==> src/rtl/core/scw_pkg.sv <==
// Shared types, constants and helpers for the spectral coherence window.
// No dependencies; every other file in rtl/core imports this package.
package scw_pkg;

    localparam int MAX_HALF_WIDTH = 512;
    localparam int STORE_DEPTH    = 2 * MAX_HALF_WIDTH;
    localparam int ADDR_W         = $clog2(STORE_DEPTH);
    localparam int MAX_BINS       = 65536;
    localparam int CNT_W          = 17;
    localparam int HW_W           = 10;
    localparam int SAMPLE_W       = 16;
    localparam int SUM_W          = 43;
    localparam int PWR_W          = 42;
    localparam int CHUNK_W        = 21;
    localparam int ACC_W          = 85;
    localparam int Q_W            = 16;
    localparam logic [HW_W-1:0] HALF_WIDTH_RESET = 10'd64;

    // Per-bin products of one stored bin
    typedef struct packed {
        logic [31:0]        px;
        logic [31:0]        pr;
        logic signed [32:0] cre;
        logic signed [32:0] cim;
    } bin_prod_t;

    // One result job handed from front to back
    typedef struct packed {
        logic [15:0]              index;
        logic signed [SUM_W-1:0]  cross_re;
        logic signed [SUM_W-1:0]  cross_im;
        logic [PWR_W-1:0]         meas_pwr;
        logic [PWR_W-1:0]         ref_pwr;
        logic                     last;
    } job_t;

    typedef enum logic [2:0] {
        F_IDLE,
        F_RD,
        F_SUBP,
        F_SUBA,
        F_ADDA,
        F_EMIT
    } front_state_t;

    typedef enum logic [2:0] {
        B_IDLE,
        B_MUL,
        B_CHK,
        B_DIV,
        B_OUT
    } back_state_t;

    // Power and cross products of one measured/reference bin pair
    function automatic bin_prod_t bin_products(
        input logic signed [SAMPLE_W-1:0] xr,
        input logic signed [SAMPLE_W-1:0] xi,
        input logic signed [SAMPLE_W-1:0] rr,
        input logic signed [SAMPLE_W-1:0] ri
    );
        bin_prod_t          p;
        logic signed [31:0] sx1;
        logic signed [31:0] sx2;
        logic signed [31:0] sr1;
        logic signed [31:0] sr2;
        logic signed [32:0] t1;
        logic signed [32:0] t2;
        logic signed [32:0] t3;
        logic signed [32:0] t4;
        logic [32:0]        upx;
        logic [32:0]        upr;
        sx1 = xr * xr;
        sx2 = xi * xi;
        sr1 = rr * rr;
        sr2 = ri * ri;
        t1  = rr * xr;
        t2  = ri * xi;
        t3  = rr * xi;
        t4  = ri * xr;
        upx = {1'b0, sx1} + {1'b0, sx2};
        upr = {1'b0, sr1} + {1'b0, sr2};
        p.px  = upx[31:0];
        p.pr  = upr[31:0];
        p.cre = t1 + t2;
        p.cim = t3 - t4;
        return p;
    endfunction

endpackage

==> src/rtl/core/scw_job_fifo.sv <==
// Two-entry job queue between the front end and the divider back end.
// Depends on scw_pkg for job_t.
module scw_job_fifo
    import scw_pkg::*;
(
    input  logic clk,
    input  logic rst_n,
    input  logic wr_en,
    input  job_t wr_job,
    output logic full,
    input  logic rd_en,
    output job_t rd_job,
    output logic empty
);

    job_t       slot_reg [2];
    logic       wr_ptr_reg;
    logic       rd_ptr_reg;
    logic [1:0] count_reg;

    assign full   = (count_reg == 2'd2);
    assign empty  = (count_reg == 2'd0);
    assign rd_job = slot_reg[rd_ptr_reg];

    // Advance pointers and count
    always_ff @(posedge clk or negedge rst_n)
    begin
        if (!rst_n)
        begin
            wr_ptr_reg <= 1'b0;
            rd_ptr_reg <= 1'b0;
            count_reg  <= 2'd0;
        end
        else
        begin
            if (wr_en && !full)
                wr_ptr_reg <= ~wr_ptr_reg;
            if (rd_en && !empty)
                rd_ptr_reg <= ~rd_ptr_reg;
            if ((wr_en && !full) && !(rd_en && !empty))
                count_reg <= count_reg + 2'd1;
            else if (!(wr_en && !full) && (rd_en && !empty))
                count_reg <= count_reg - 2'd1;
        end
    end

    // Store the word
    always_ff @(posedge clk)
    begin
        if (wr_en && !full)
            slot_reg[wr_ptr_reg] <= wr_job;
    end

endmodule

==> config.mk <==
export PLATFORM = sky130hd
export DESIGN_NAME = scw_job_fifo
export DESIGN_NICKNAME = d
export VERILOG_FILES = /design/src/rtl/core/scw_pkg.sv /design/src/rtl/core/scw_job_fifo.sv
export SDC_FILE = /design/constraint.sdc
export NUM_CORES = 1
export LEC_CHECK = 0
export ABC_CLOCK_PERIOD_IN_PS = 10200
export BUFFER_PORTS_ARGS = -buffer_cell sky130_fd_sc_hd__buf_2
export CORE_ASPECT_RATIO = 0.8
export CORE_MARGIN = 2
export CORE_UTILIZATION = 45
export CTS_BUF_LIST = sky130_fd_sc_hd__clkbuf_4
export DETAILED_ROUTE_END_ITERATION = 6
export GPL_TIMING_DRIVEN = 0
export PLACE_DENSITY = 0.7
export SYNTH_ARGS = -nofsm -noshare
export SYNTH_HDL_FRONTEND = slang
export SYNTH_SLANG_ARGS = --single-unit
==> constraint.sdc <==
create_clock -name clk -period 10.2 [get_ports clk]
set_input_delay 2.55 -clock clk [delete_from_list [all_inputs] [get_ports clk]]
set_output_delay 2.55 -clock clk [all_outputs]
set_load 0.02 [all_outputs]
==> results.txt <==
outcome: finished, final reports clean
antenna violations before repair: 8
via total after detailed routing: 7452
final antenna-violating net count: 0
Max Slew Vio Count: 0
Residual DRC: 0
hold path startpoint: count_reg[1]
startpoint types: flop
Tot GR Track Use: 17.63%
Layout fillers: 2317
Sink Count: 378
max reg flops: 374
Die ar.: 0.03280 sq mm
CTS Buf Count: 91
most frequent cells in the layout: buf_2 (385), edfxtp_1 (374), clkbuf_4 (126), mux2_4 (101), mux2_2 (86)
Port Buffer Count: 379
I/O pins: 380
hold buffer count at cts: 0
Clk pin slew, worst setup/hold paths: 0.06 ns
final non-filler cell total: 1556
Clk Latency, worst-skew pair: 0.75 ns
Hold Path Class: flop to flop
fraction of layout cells with a size suffix above 1: 64.19%
RSZ-0062 raised after global routing: false
Die Span X: 202.0 microns
hold depth: 1
WP data arrival: 2.10 ns
Setup violations, final: 0
setup ws final: 5.554 ns
Placeable Area: 0.03060 sq mm
Synth warnings: 0
dpl cells: 1402
Setup Fix Bufs, Post-CTS: 0
CTS H-tree depth: 3
global-route wire length before repair: 43.67 mm
routing usage on met2: 28.33%
Worst Max-Slew Pin Slew: 0.6017 ns
CTS tree: done
maxcap violations: 0
Rows: 57
Area Overhead vs Synth: 26.80%
Setup CP Type: flop to primary output
PD cells: 301.1 mW/mm^2
register area share after synthesis: 80.30%
syn_nets: 793
required time worst endpoint: 7.65 ns
post-synthesis average cell area: 23.48 sq um
grt peak-use layer: met2
Final HPWL DP: 20.07 mm
Clock Tree Root: clkbuf_4
reg2reg setup slack: 7.88 ns
Final period util: 45.55%
Post-Route WL: 29.14 mm
Overall Power: 0.005387 W
Worst Skew: 0.05382 ns
r2r startpoint: count_reg[0]
Tmin final: 4.646 ns
starting density of the core: 46.12%
CP endpoint kind: primary output
GPL Wtd Cong: 0.7289
GRT met3 Usage: 8.603%
post_cts resized: 0
crit path max fanout: 10
vias in the first global route: 7980
Worst slew margin: 59.79%
largest net degree at the start of global routing: 65
Iter 0 DRT Violations: 306
reg2reg end: slot_reg[0][124]
Max Fclk: 215.2 MHz
peak supply drop: 0.1795 mV
synthesized area: 0.01411 sq mm
global-route met1 utilization: 20.51%
Wirelength per Cell: 18.73 microns
Leakage: 7.103 nW
Worst Hold End: count_reg[1]
Synth Register Bits: 378
commonest non-fill, non-tap cell in the layout: buf_2
gr ovfl total: 0
CTS Buffer Depth: 3
DP Worst Slack: 5.827 ns
Mapped Cells: 601
Yosys cell types: 15
Hold Fails Final Rpt: 0
DIE HEIGHT: 162.4 microns
Vias/cell: 4.789
Reg2Reg Depth: 6
nets@finish: 1274
First-pass DRT Iterations: 4
==> area by class of cell <==
| class | count | area, sq um | share of cell area, % |
|---|---|---|---|
| sequential | 378 | 11330 | 63.33 |
| multi-input combinational | 200 | 2586 | 14.45 |
| timing repair buffer | 388 | 2100 | 11.73 |
| clock buffer | 126 | 945.9 | 5.287 |
| tap | 413 | 516.7 | 2.888 |
| clock inverter | 27 | 203.9 | 1.140 |
| buffer | 21 | 198.9 | 1.112 |
| inverter | 2 | 7.507 | 0.04196 |
| antenna | 1 | 2.502 | 0.01399 |
==> metal layers <==
layer,up-vias,share of wire (%)
li1,3422,-
met1,3630,39
met2,340,48
met3,50,11
met4,10,1.8
met5,-,0.16
==> cells in the mapped netlist (all sizes together) <==
cell / count / area, sq um
dfrtp: 4 / 100.1
nor2: 3 / 11.26
o21ai: 1 / 5.000
nand2: 1 / 3.750
buf: 21 / 198.9
xor2: 2 / 17.52
and3: 1 / 6.260
mux2: 187 / 2485
inv: 2 / 7.510
edfxtp: 374 / 11230
xnor2: 3 / 26.28
nand2b: 1 / 6.260
ha: 1 / 12.51
==> worst max-delay path by stage <==
stage	cells after the start	startpoint	slack, ns	to
floorplan	2	wr_en	2.23	slot_reg[0][0]
global placement	3	wr_en	-0.60	slot_reg[0][52]
detailed placement	6	wr_en	5.83	slot_reg[0][54]
CTS	5	rd_ptr_reg	5.41	rd_job[113]
global route	5	rd_ptr_reg	5.38	rd_job[113]
finish	5	rd_ptr_reg	5.55	rd_job[55]
==> stage by stage <==
stage               setup TNS (ns)  utilization [%]  instance area (sq um)  hold WS, ns
CTS                              0            58.47                  17890       0.5228
finish                           0            58.48                  17890       0.5171
detailed placement               0            54.71                  16740       0.5098
global placement           -108.56            54.02                  16530       0.4965
global route                     0            58.48                  17890       0.5678
floorplan                        0                -                  14110       0.4788
==> power by group <==
part | internal (W) | switching [W]
Combinational | 0.000835 | 0.00115
Sequential | 0.00212 | 0.0000780
Clock | 0.000646 | 0.000565
Total | 0.00360 | 0.00179
==> critical path, stage by stage (launching register included) <==
cell	delay [ns]
dfrtp_1	0.34
buf_6	0.13
buf_6	0.20
buf_6	0.21
mux2_4	0.33
buf_2	0.16
==> logic make-up after synthesis <==
group	count (synthesis)	synth area share, %
AO/OA/AOI/OAI	1	0.03543
XOR/XNOR	5	0.3104
adder cells (fa/ha/maj)	1	0.08865
buffers and inverters	23	1.463
flip-flops	378	80.30
multiplexers	187	17.61
AND/OR/NAND/NOR	6	0.1951
Note: power is estimated with default switching activity, not from simulation.
