File: src/rtl/core/scw_pkg.sv
// Shared types, constants and helpers for the spectral coherence window.
// No dependencies; every other file in rtl/core imports this package.
package scw_pkg;

    localparam int MAX_HALF_WIDTH = 512;
    localparam int STORE_DEPTH    = 2 * MAX_HALF_WIDTH;
    localparam int ADDR_W         = $clog2(STORE_DEPTH);
    localparam int MAX_BINS       = 65536;
    localparam int CNT_W          = 17;
    localparam int HW_W           = 10;
    localparam int SAMPLE_W       = 16;
    localparam int SUM_W          = 43;
    localparam int PWR_W          = 42;
    localparam int CHUNK_W        = 21;
    localparam int ACC_W          = 85;
    localparam int Q_W            = 16;
    localparam logic [HW_W-1:0] HALF_WIDTH_RESET = 10'd64;

    // Per-bin products of one stored bin
    typedef struct packed {
        logic [31:0]        px;
        logic [31:0]        pr;
        logic signed [32:0] cre;
        logic signed [32:0] cim;
    } bin_prod_t;

    // One result job handed from front to back
    typedef struct packed {
        logic [15:0]              index;
        logic signed [SUM_W-1:0]  cross_re;
        logic signed [SUM_W-1:0]  cross_im;
        logic [PWR_W-1:0]         meas_pwr;
        logic [PWR_W-1:0]         ref_pwr;
        logic                     last;
    } job_t;

    typedef enum logic [2:0] {
        F_IDLE,
        F_RD,
        F_SUBP,
        F_SUBA,
        F_ADDA,
        F_EMIT
    } front_state_t;

    typedef enum logic [2:0] {
        B_IDLE,
        B_MUL,
        B_CHK,
        B_DIV,
        B_OUT
    } back_state_t;

    // Power and cross products of one measured/reference bin pair
    function automatic bin_prod_t bin_products(
        input logic signed [SAMPLE_W-1:0] xr,
        input logic signed [SAMPLE_W-1:0] xi,
        input logic signed [SAMPLE_W-1:0] rr,
        input logic signed [SAMPLE_W-1:0] ri
    );
        bin_prod_t          p;
        logic signed [31:0] sx1;
        logic signed [31:0] sx2;
        logic signed [31:0] sr1;
        logic signed [31:0] sr2;
        logic signed [32:0] t1;
        logic signed [32:0] t2;
        logic signed [32:0] t3;
        logic signed [32:0] t4;
        logic [32:0]        upx;
        logic [32:0]        upr;
        sx1 = xr * xr;
        sx2 = xi * xi;
        sr1 = rr * rr;
        sr2 = ri * ri;
        t1  = rr * xr;
        t2  = ri * xi;
        t3  = rr * xi;
        t4  = ri * xr;
        upx = {1'b0, sx1} + {1'b0, sx2};
        upr = {1'b0, sr1} + {1'b0, sr2};
        p.px  = upx[31:0];
        p.pr  = upr[31:0];
        p.cre = t1 + t2;
        p.cim = t3 - t4;
        return p;
    endfunction

endpackage

File: src/rtl/core/scw_back.sv
// Back end: squares the cross sums and multiplies the powers on a shared 21x21 multiplier, divides bit-serially.
// Depends on scw_pkg; takes jobs from the job queue, holds one result word.
module scw_back
    import scw_pkg::*;
(
    input  logic        clk,
    input  logic        rst_n,
    input  job_t        in_job,
    input  logic        in_empty,
    output logic        in_pop,
    output logic        empty,
    input  logic        pop,
    output logic [15:0] bin_index,
    output logic [15:0] coherence,
    output logic        invalid,
    output logic        last_out
);

    back_state_t state_reg, state_next;

    logic [PWR_W-1:0]     mre_reg, mim_reg, px_reg, pr_reg;
    logic [15:0]          idx_reg;
    logic                 last_reg;
    logic [3:0]           step_reg;
    logic [2*CHUNK_W-1:0] prod_reg;
    logic [1:0]           sh_reg;
    logic                 to_den_reg;
    logic [ACC_W-1:0]     num_reg, den_reg;
    logic [ACC_W:0]       rem_reg;
    logic [Q_W-1:0]       q_reg;
    logic                 inval_reg;
    logic [3:0]           cnt_reg;
    logic                 out_valid_reg;
    logic [15:0]          out_idx_reg, out_q_reg;
    logic                 out_inval_reg, out_last_reg;

    logic [1:0]           op;
    logic [PWR_W-1:0]     opa, opb;
    logic [CHUNK_W-1:0]   ca, cb;
    logic [ACC_W-1:0]     prod_sh;
    logic [ACC_W:0]       rem_sh;
    logic [ACC_W:0]       den_ext;
    logic                 out_free;
    logic [SUM_W-1:0]     abs_re, abs_im;

    assign abs_re = in_job.cross_re[SUM_W-1] ? -in_job.cross_re : in_job.cross_re;
    assign abs_im = in_job.cross_im[SUM_W-1] ? -in_job.cross_im : in_job.cross_im;

    // Operand and chunk select for the shared multiplier
    assign op = step_reg[3:2];
    always_comb
    begin
        unique case (op)
            2'd0:    begin opa = mre_reg; opb = mre_reg; end
            2'd1:    begin opa = mim_reg; opb = mim_reg; end
            default: begin opa = px_reg;  opb = pr_reg;  end
        endcase
        ca = step_reg[1] ? opa[2*CHUNK_W-1:CHUNK_W] : opa[CHUNK_W-1:0];
        cb = step_reg[0] ? opb[2*CHUNK_W-1:CHUNK_W] : opb[CHUNK_W-1:0];
    end

    always_comb
    begin
        unique case (sh_reg)
            2'd0:    prod_sh = ACC_W'(prod_reg);
            2'd1:    prod_sh = ACC_W'(prod_reg) << CHUNK_W;
            default: prod_sh = ACC_W'(prod_reg) << (2 * CHUNK_W);
        endcase
    end

    assign rem_sh   = {rem_reg[ACC_W-1:0], 1'b0};
    assign den_ext  = {1'b0, den_reg};
    assign out_free = !out_valid_reg || pop;

    // Next state
    always_comb
    begin
        state_next = state_reg;
        unique case (state_reg)
            B_IDLE: if (!in_empty) state_next = B_MUL;
            B_MUL:  if (step_reg == 4'd12) state_next = B_CHK;
            B_CHK:
            begin
                if (den_reg == '0 || num_reg >= den_reg)
                    state_next = B_OUT;
                else
                    state_next = B_DIV;
            end
            B_DIV:  if (cnt_reg == 4'd1) state_next = B_OUT;
            B_OUT:  if (out_free) state_next = B_IDLE;
            default: state_next = B_IDLE;
        endcase
    end

    // Outputs
    always_comb
    begin
        in_pop    = (state_reg == B_IDLE) && !in_empty;
        empty     = !out_valid_reg;
        bin_index = out_idx_reg;
        coherence = out_q_reg;
        invalid   = out_inval_reg;
        last_out  = out_last_reg;
    end

    // Control state
    always_ff @(posedge clk or negedge rst_n)
    begin
        if (!rst_n)
        begin
            state_reg     <= B_IDLE;
            out_valid_reg <= 1'b0;
        end
        else
        begin
            state_reg <= state_next;
            if (state_reg == B_OUT && out_free)
                out_valid_reg <= 1'b1;
            else if (pop && out_valid_reg)
                out_valid_reg <= 1'b0;
        end
    end

    // Datapath
    always_ff @(posedge clk)
    begin
        unique case (state_reg)
            B_IDLE:
            begin
                mre_reg  <= abs_re[PWR_W-1:0];
                mim_reg  <= abs_im[PWR_W-1:0];
                px_reg   <= in_job.meas_pwr;
                pr_reg   <= in_job.ref_pwr;
                idx_reg  <= in_job.index;
                last_reg <= in_job.last;
                step_reg <= 4'd0;
                num_reg  <= '0;
                den_reg  <= '0;
            end
            B_MUL:
            begin
                // Multiply one chunk pair, accumulate the previous one
                prod_reg   <= ca * cb;
                sh_reg     <= 2'(step_reg[1]) + 2'(step_reg[0]);
                to_den_reg <= (op == 2'd2);
                step_reg   <= step_reg + 4'd1;
                if (step_reg != 4'd0)
                begin
                    if (to_den_reg)
                        den_reg <= den_reg + prod_sh;
                    else
                        num_reg <= num_reg + prod_sh;
                end
            end
            B_CHK:
            begin
                rem_reg   <= {1'b0, num_reg};
                cnt_reg   <= 4'd15;
                inval_reg <= (den_reg == '0);
                if (den_reg == '0)
                    q_reg <= '0;
                else if (num_reg >= den_reg)
                    q_reg <= Q_W'(32768);
                else
                    q_reg <= '0;
            end
            B_DIV:
            begin
                // One quotient bit per cycle
                if (rem_sh >= den_ext)
                begin
                    rem_reg <= rem_sh - den_ext;
                    q_reg   <= {q_reg[Q_W-2:0], 1'b1};
                end
                else
                begin
                    rem_reg <= rem_sh;
                    q_reg   <= {q_reg[Q_W-2:0], 1'b0};
                end
                cnt_reg <= cnt_reg - 4'd1;
            end
            B_OUT:
            begin
                if (out_free)
                begin
                    out_idx_reg   <= idx_reg;
                    out_q_reg     <= q_reg;
                    out_inval_reg <= inval_reg;
                    out_last_reg  <= last_reg;
                end
            end
            default:
            begin
            end
        endcase
    end

endmodule

File: config.mk
export PLATFORM = sky130hd
export DESIGN_NAME = scw_back
export DESIGN_NICKNAME = d
export VERILOG_FILES = /design/src/rtl/core/scw_pkg.sv /design/src/rtl/core/scw_back.sv
export SDC_FILE = /design/constraint.sdc
export NUM_CORES = 2
export LEC_CHECK = 0
export ABC_CLOCK_PERIOD_IN_PS = 13300
export BUFFER_PORTS_ARGS = -buffer_cell sky130_fd_sc_hd__buf_2
export CORE_ASPECT_RATIO = 1.25
export CORE_MARGIN = 2
export CORE_UTILIZATION = 50
export CTS_CLUSTER_DIAMETER = 100
export DETAILED_ROUTE_END_ITERATION = 8
export PLACE_DENSITY = 0.69
export SYNTH_ARGS = -nofsm -noshare
export SYNTH_HDL_FRONTEND = slang
export SYNTH_SLANG_ARGS = --single-unit
File: constraint.sdc
create_clock -name clk -period 13.3 [get_ports clk]
set_input_delay 3.99 -clock clk [delete_from_list [all_inputs] [get_ports clk]]
set_output_delay 3.99 -clock clk [all_outputs]
set_load 0.01 [all_outputs]
==> metrics.cfg <==
[global_route]
grt_max_degree=178
antenna_found_initial=5
use_met2=0.530
grt_first_pass_wirelength_um=273000
grt-busiest-layer=met2
use_met3=0.0368
track_usage=0.316
grt_pass1_vias=46000
met1_usage=0.380
overflow=0

[route]
drc=0
drt_iter0_markers=3582
wl_per_cell_um=23.8
wl_um=182000
viasPerCell=6.00
firstDrtPassIters=5
vias=46000
ant_nets=0

[placement]
pre_cts_ws_ns=3.02
dpl_cell_area_mm2=0.0582
port_buffers=226
gp_congestion=1.03
hpwl_um=146000

[synth]
synthDistinctLibCells=76
synth_seq_cells=548
ys_warn_count=0
postSynthCellCount=6097
async_flop_share=0.00730
synth_edf_count=544
synth_area_leaders=edfxtp_1 29%, fa_1 13%, ha_1 11%
synth_top_area_share=0.293
synth.largest_area_cell=edfxtp_1
syn_nets=7145
synth_area_mm2=0.0558
avgSynthCellArea_um2=9.16
yosysSeqAreaShare=0.294
ys.flop_type=edfxtp_1

[sta]
fin_crit_sh=0.773
clock_skew_ns=0.0722
max_slew_margin=-0.0210
final-setup-viol-count=0
hold_violations=0
fin_setup_tns_ns=0
rsz0062_at_grt=false
final_max_slew_viol_count=2
layout_min_cycle_time_ns=10.28
timing.final.ws_setup_ns=3.02
max_clock_freq_ghz=0.0973
worst_slew_pin_slew_ns=1.52

[layout]
layout-drive-gt1-share=0.0812
fillerInstances=10100
final_area_mm2=0.0602
num-nets-final=7192
areaGrowthSynthToFinish_pct=7.91

[cts]
cts_root_buffer=clkbuf_16
cts_sinks=548
clk_pin_slew_ns=0.07
cts_hold_buf=0
post_cts_buffers=0
cts_buffer_depth=3
htree_levels=2
post_cts_resized=0
clock_latency_ns=0.70
cts_tree=done
cts_made_buffers=60

[floorplanning]
dieArea_mm2=0.114
die_w_um=303
ioPinCount=227
start_util=0.502
num_rows=137
coreArea_mm2=0.111
die_y_um=378

[worst_setup_path]
critical_path.max_fanout=41
crit_buf_inv=5
crit_family=adder cells
crit_slowest_cell=edfxtp_1
start_kind=flip-flop
crit_arrival_ns=10.74
end_kind=flip-flop
worstPathRequired_ns=13.76
cp_common_cell=fa_1
critical_path_class=reg -> reg
critPathMaxStageDelay_ns=0.86

[status]
status=complete, but fails checks
violations=capacitance limit, slew limit

[job]
cap_viol_max_count=1

[hold_path]
hp-class=reg -> reg

==> cell type report <==
class	instances	area (um2)	share of cell area
Clock inverter	45	552	0.00916
Tap cell	1459	1830	0.0303
Sequential cell	548	16400	0.273
Multi-Input combinational cell	4645	36100	0.599
Inverter	616	2310	0.0384
Timing Repair Buffer	273	1510	0.0250
Antenna cell	3	7.51	0.000125
Clock buffer	67	1530	0.0254
==> cells in the mapped netlist (all sizes together) (34+ instances only) <==
cell    number
a211oi      34
nor4        38
nand2      661
a31oi       57
a21o       233
o21a        42
nor3       112
fa         361
nor2       465
and2       126
mux2        44
nor2b       63
xor2        92
mux2i      112
nand3       68
ha         496
inv        616
nand4      124
a21oi      428
xnor2      220
clkbuf     266
nand2b      67
o21bai      64
o21ai      313
and3        40
o31ai       52
edfxtp     544
==> logic make-up (layout without fill, tap and decap cells) <==
family / count (synthesis) / count (layout) / share of synthesized area
compound gates: 1428 / 1428 / 0.162
xor+xnor: 312 / 312 / 0.0489
fa+ha+maj: 857 / 857 / 0.241
buf+inv: 904 / 1001 / 0.0608
flops: 548 / 548 / 0.294
mux: 173 / 173 / 0.0358
other cells: 0 / 3 / 0
simple gates: 1875 / 1875 / 0.158
==> final timing paths <==
kind                              from       endpoint  slack, ns  cells past startpoint
max                        step_reg[2]   prod_reg[40]       3.02                     27
min                         idx_reg[4]   bin_index[4]       0.42                      0
max reg2reg                step_reg[2]   prod_reg[40]       3.02                     27
min reg2reg                 idx_reg[4]   bin_index[4]       0.42                      0
max in group asynchronous        rst_n   state_reg[1]      10.09                      1
min in group asynchronous        rst_n  out_valid_reg       3.09                      1
==> metal layers <==
layer / vias to the layer above / wire length (um)
met1: 22300 / 70300
met4: 4 / 14500
li1: 21500 / -
met3: 488 / 10700
met5: - / 21
met2: 1737 / 86600
==> per-stage QoR <==
step                      utilization  hold slack (ns)  cells
after floorplan                     -            0.400   6097
after global placement          0.523            0.400   7541
after detailed placement        0.523            0.405   7541
after CTS                       0.542            0.421   7653
after global routing            0.542            0.428   7653
final                           0.542            0.417   7656
==> layout by cell type (no fill, tap or decap), types with 18 or more instances in the layout <==
cell type / instances
nand2_1: 659
inv_1: 615
edfxtp_1: 544
ha_1: 496
nor2_1: 464
a21oi_1: 428
fa_1: 361
o21ai_0: 311
a21o_1: 232
buf_2: 226
xnor2_1: 220
and2_1: 126
nand4_1: 124
mux2i_1: 112
nor3_1: 111
xor2_1: 92
nand3_1: 68
nand2b_1: 67
o21bai_1: 64
nor2b_1: 61
clkbuf_16: 60
a31oi_1: 57
o31ai_1: 49
buf_4: 45
mux2_2: 44
o21a_1: 42
and3_1: 40
nor4_1: 38
a211oi_1: 34
o211ai_1: 28
or2_2: 28
or3_1: 25
a22o_1: 24
a31o_2: 19
a21boi_0: 19
nor3b_1: 18
Power is left out: the tool's default activity adds up to more than one toggle a clock period on the data nets, which glitch-free logic cannot reach.
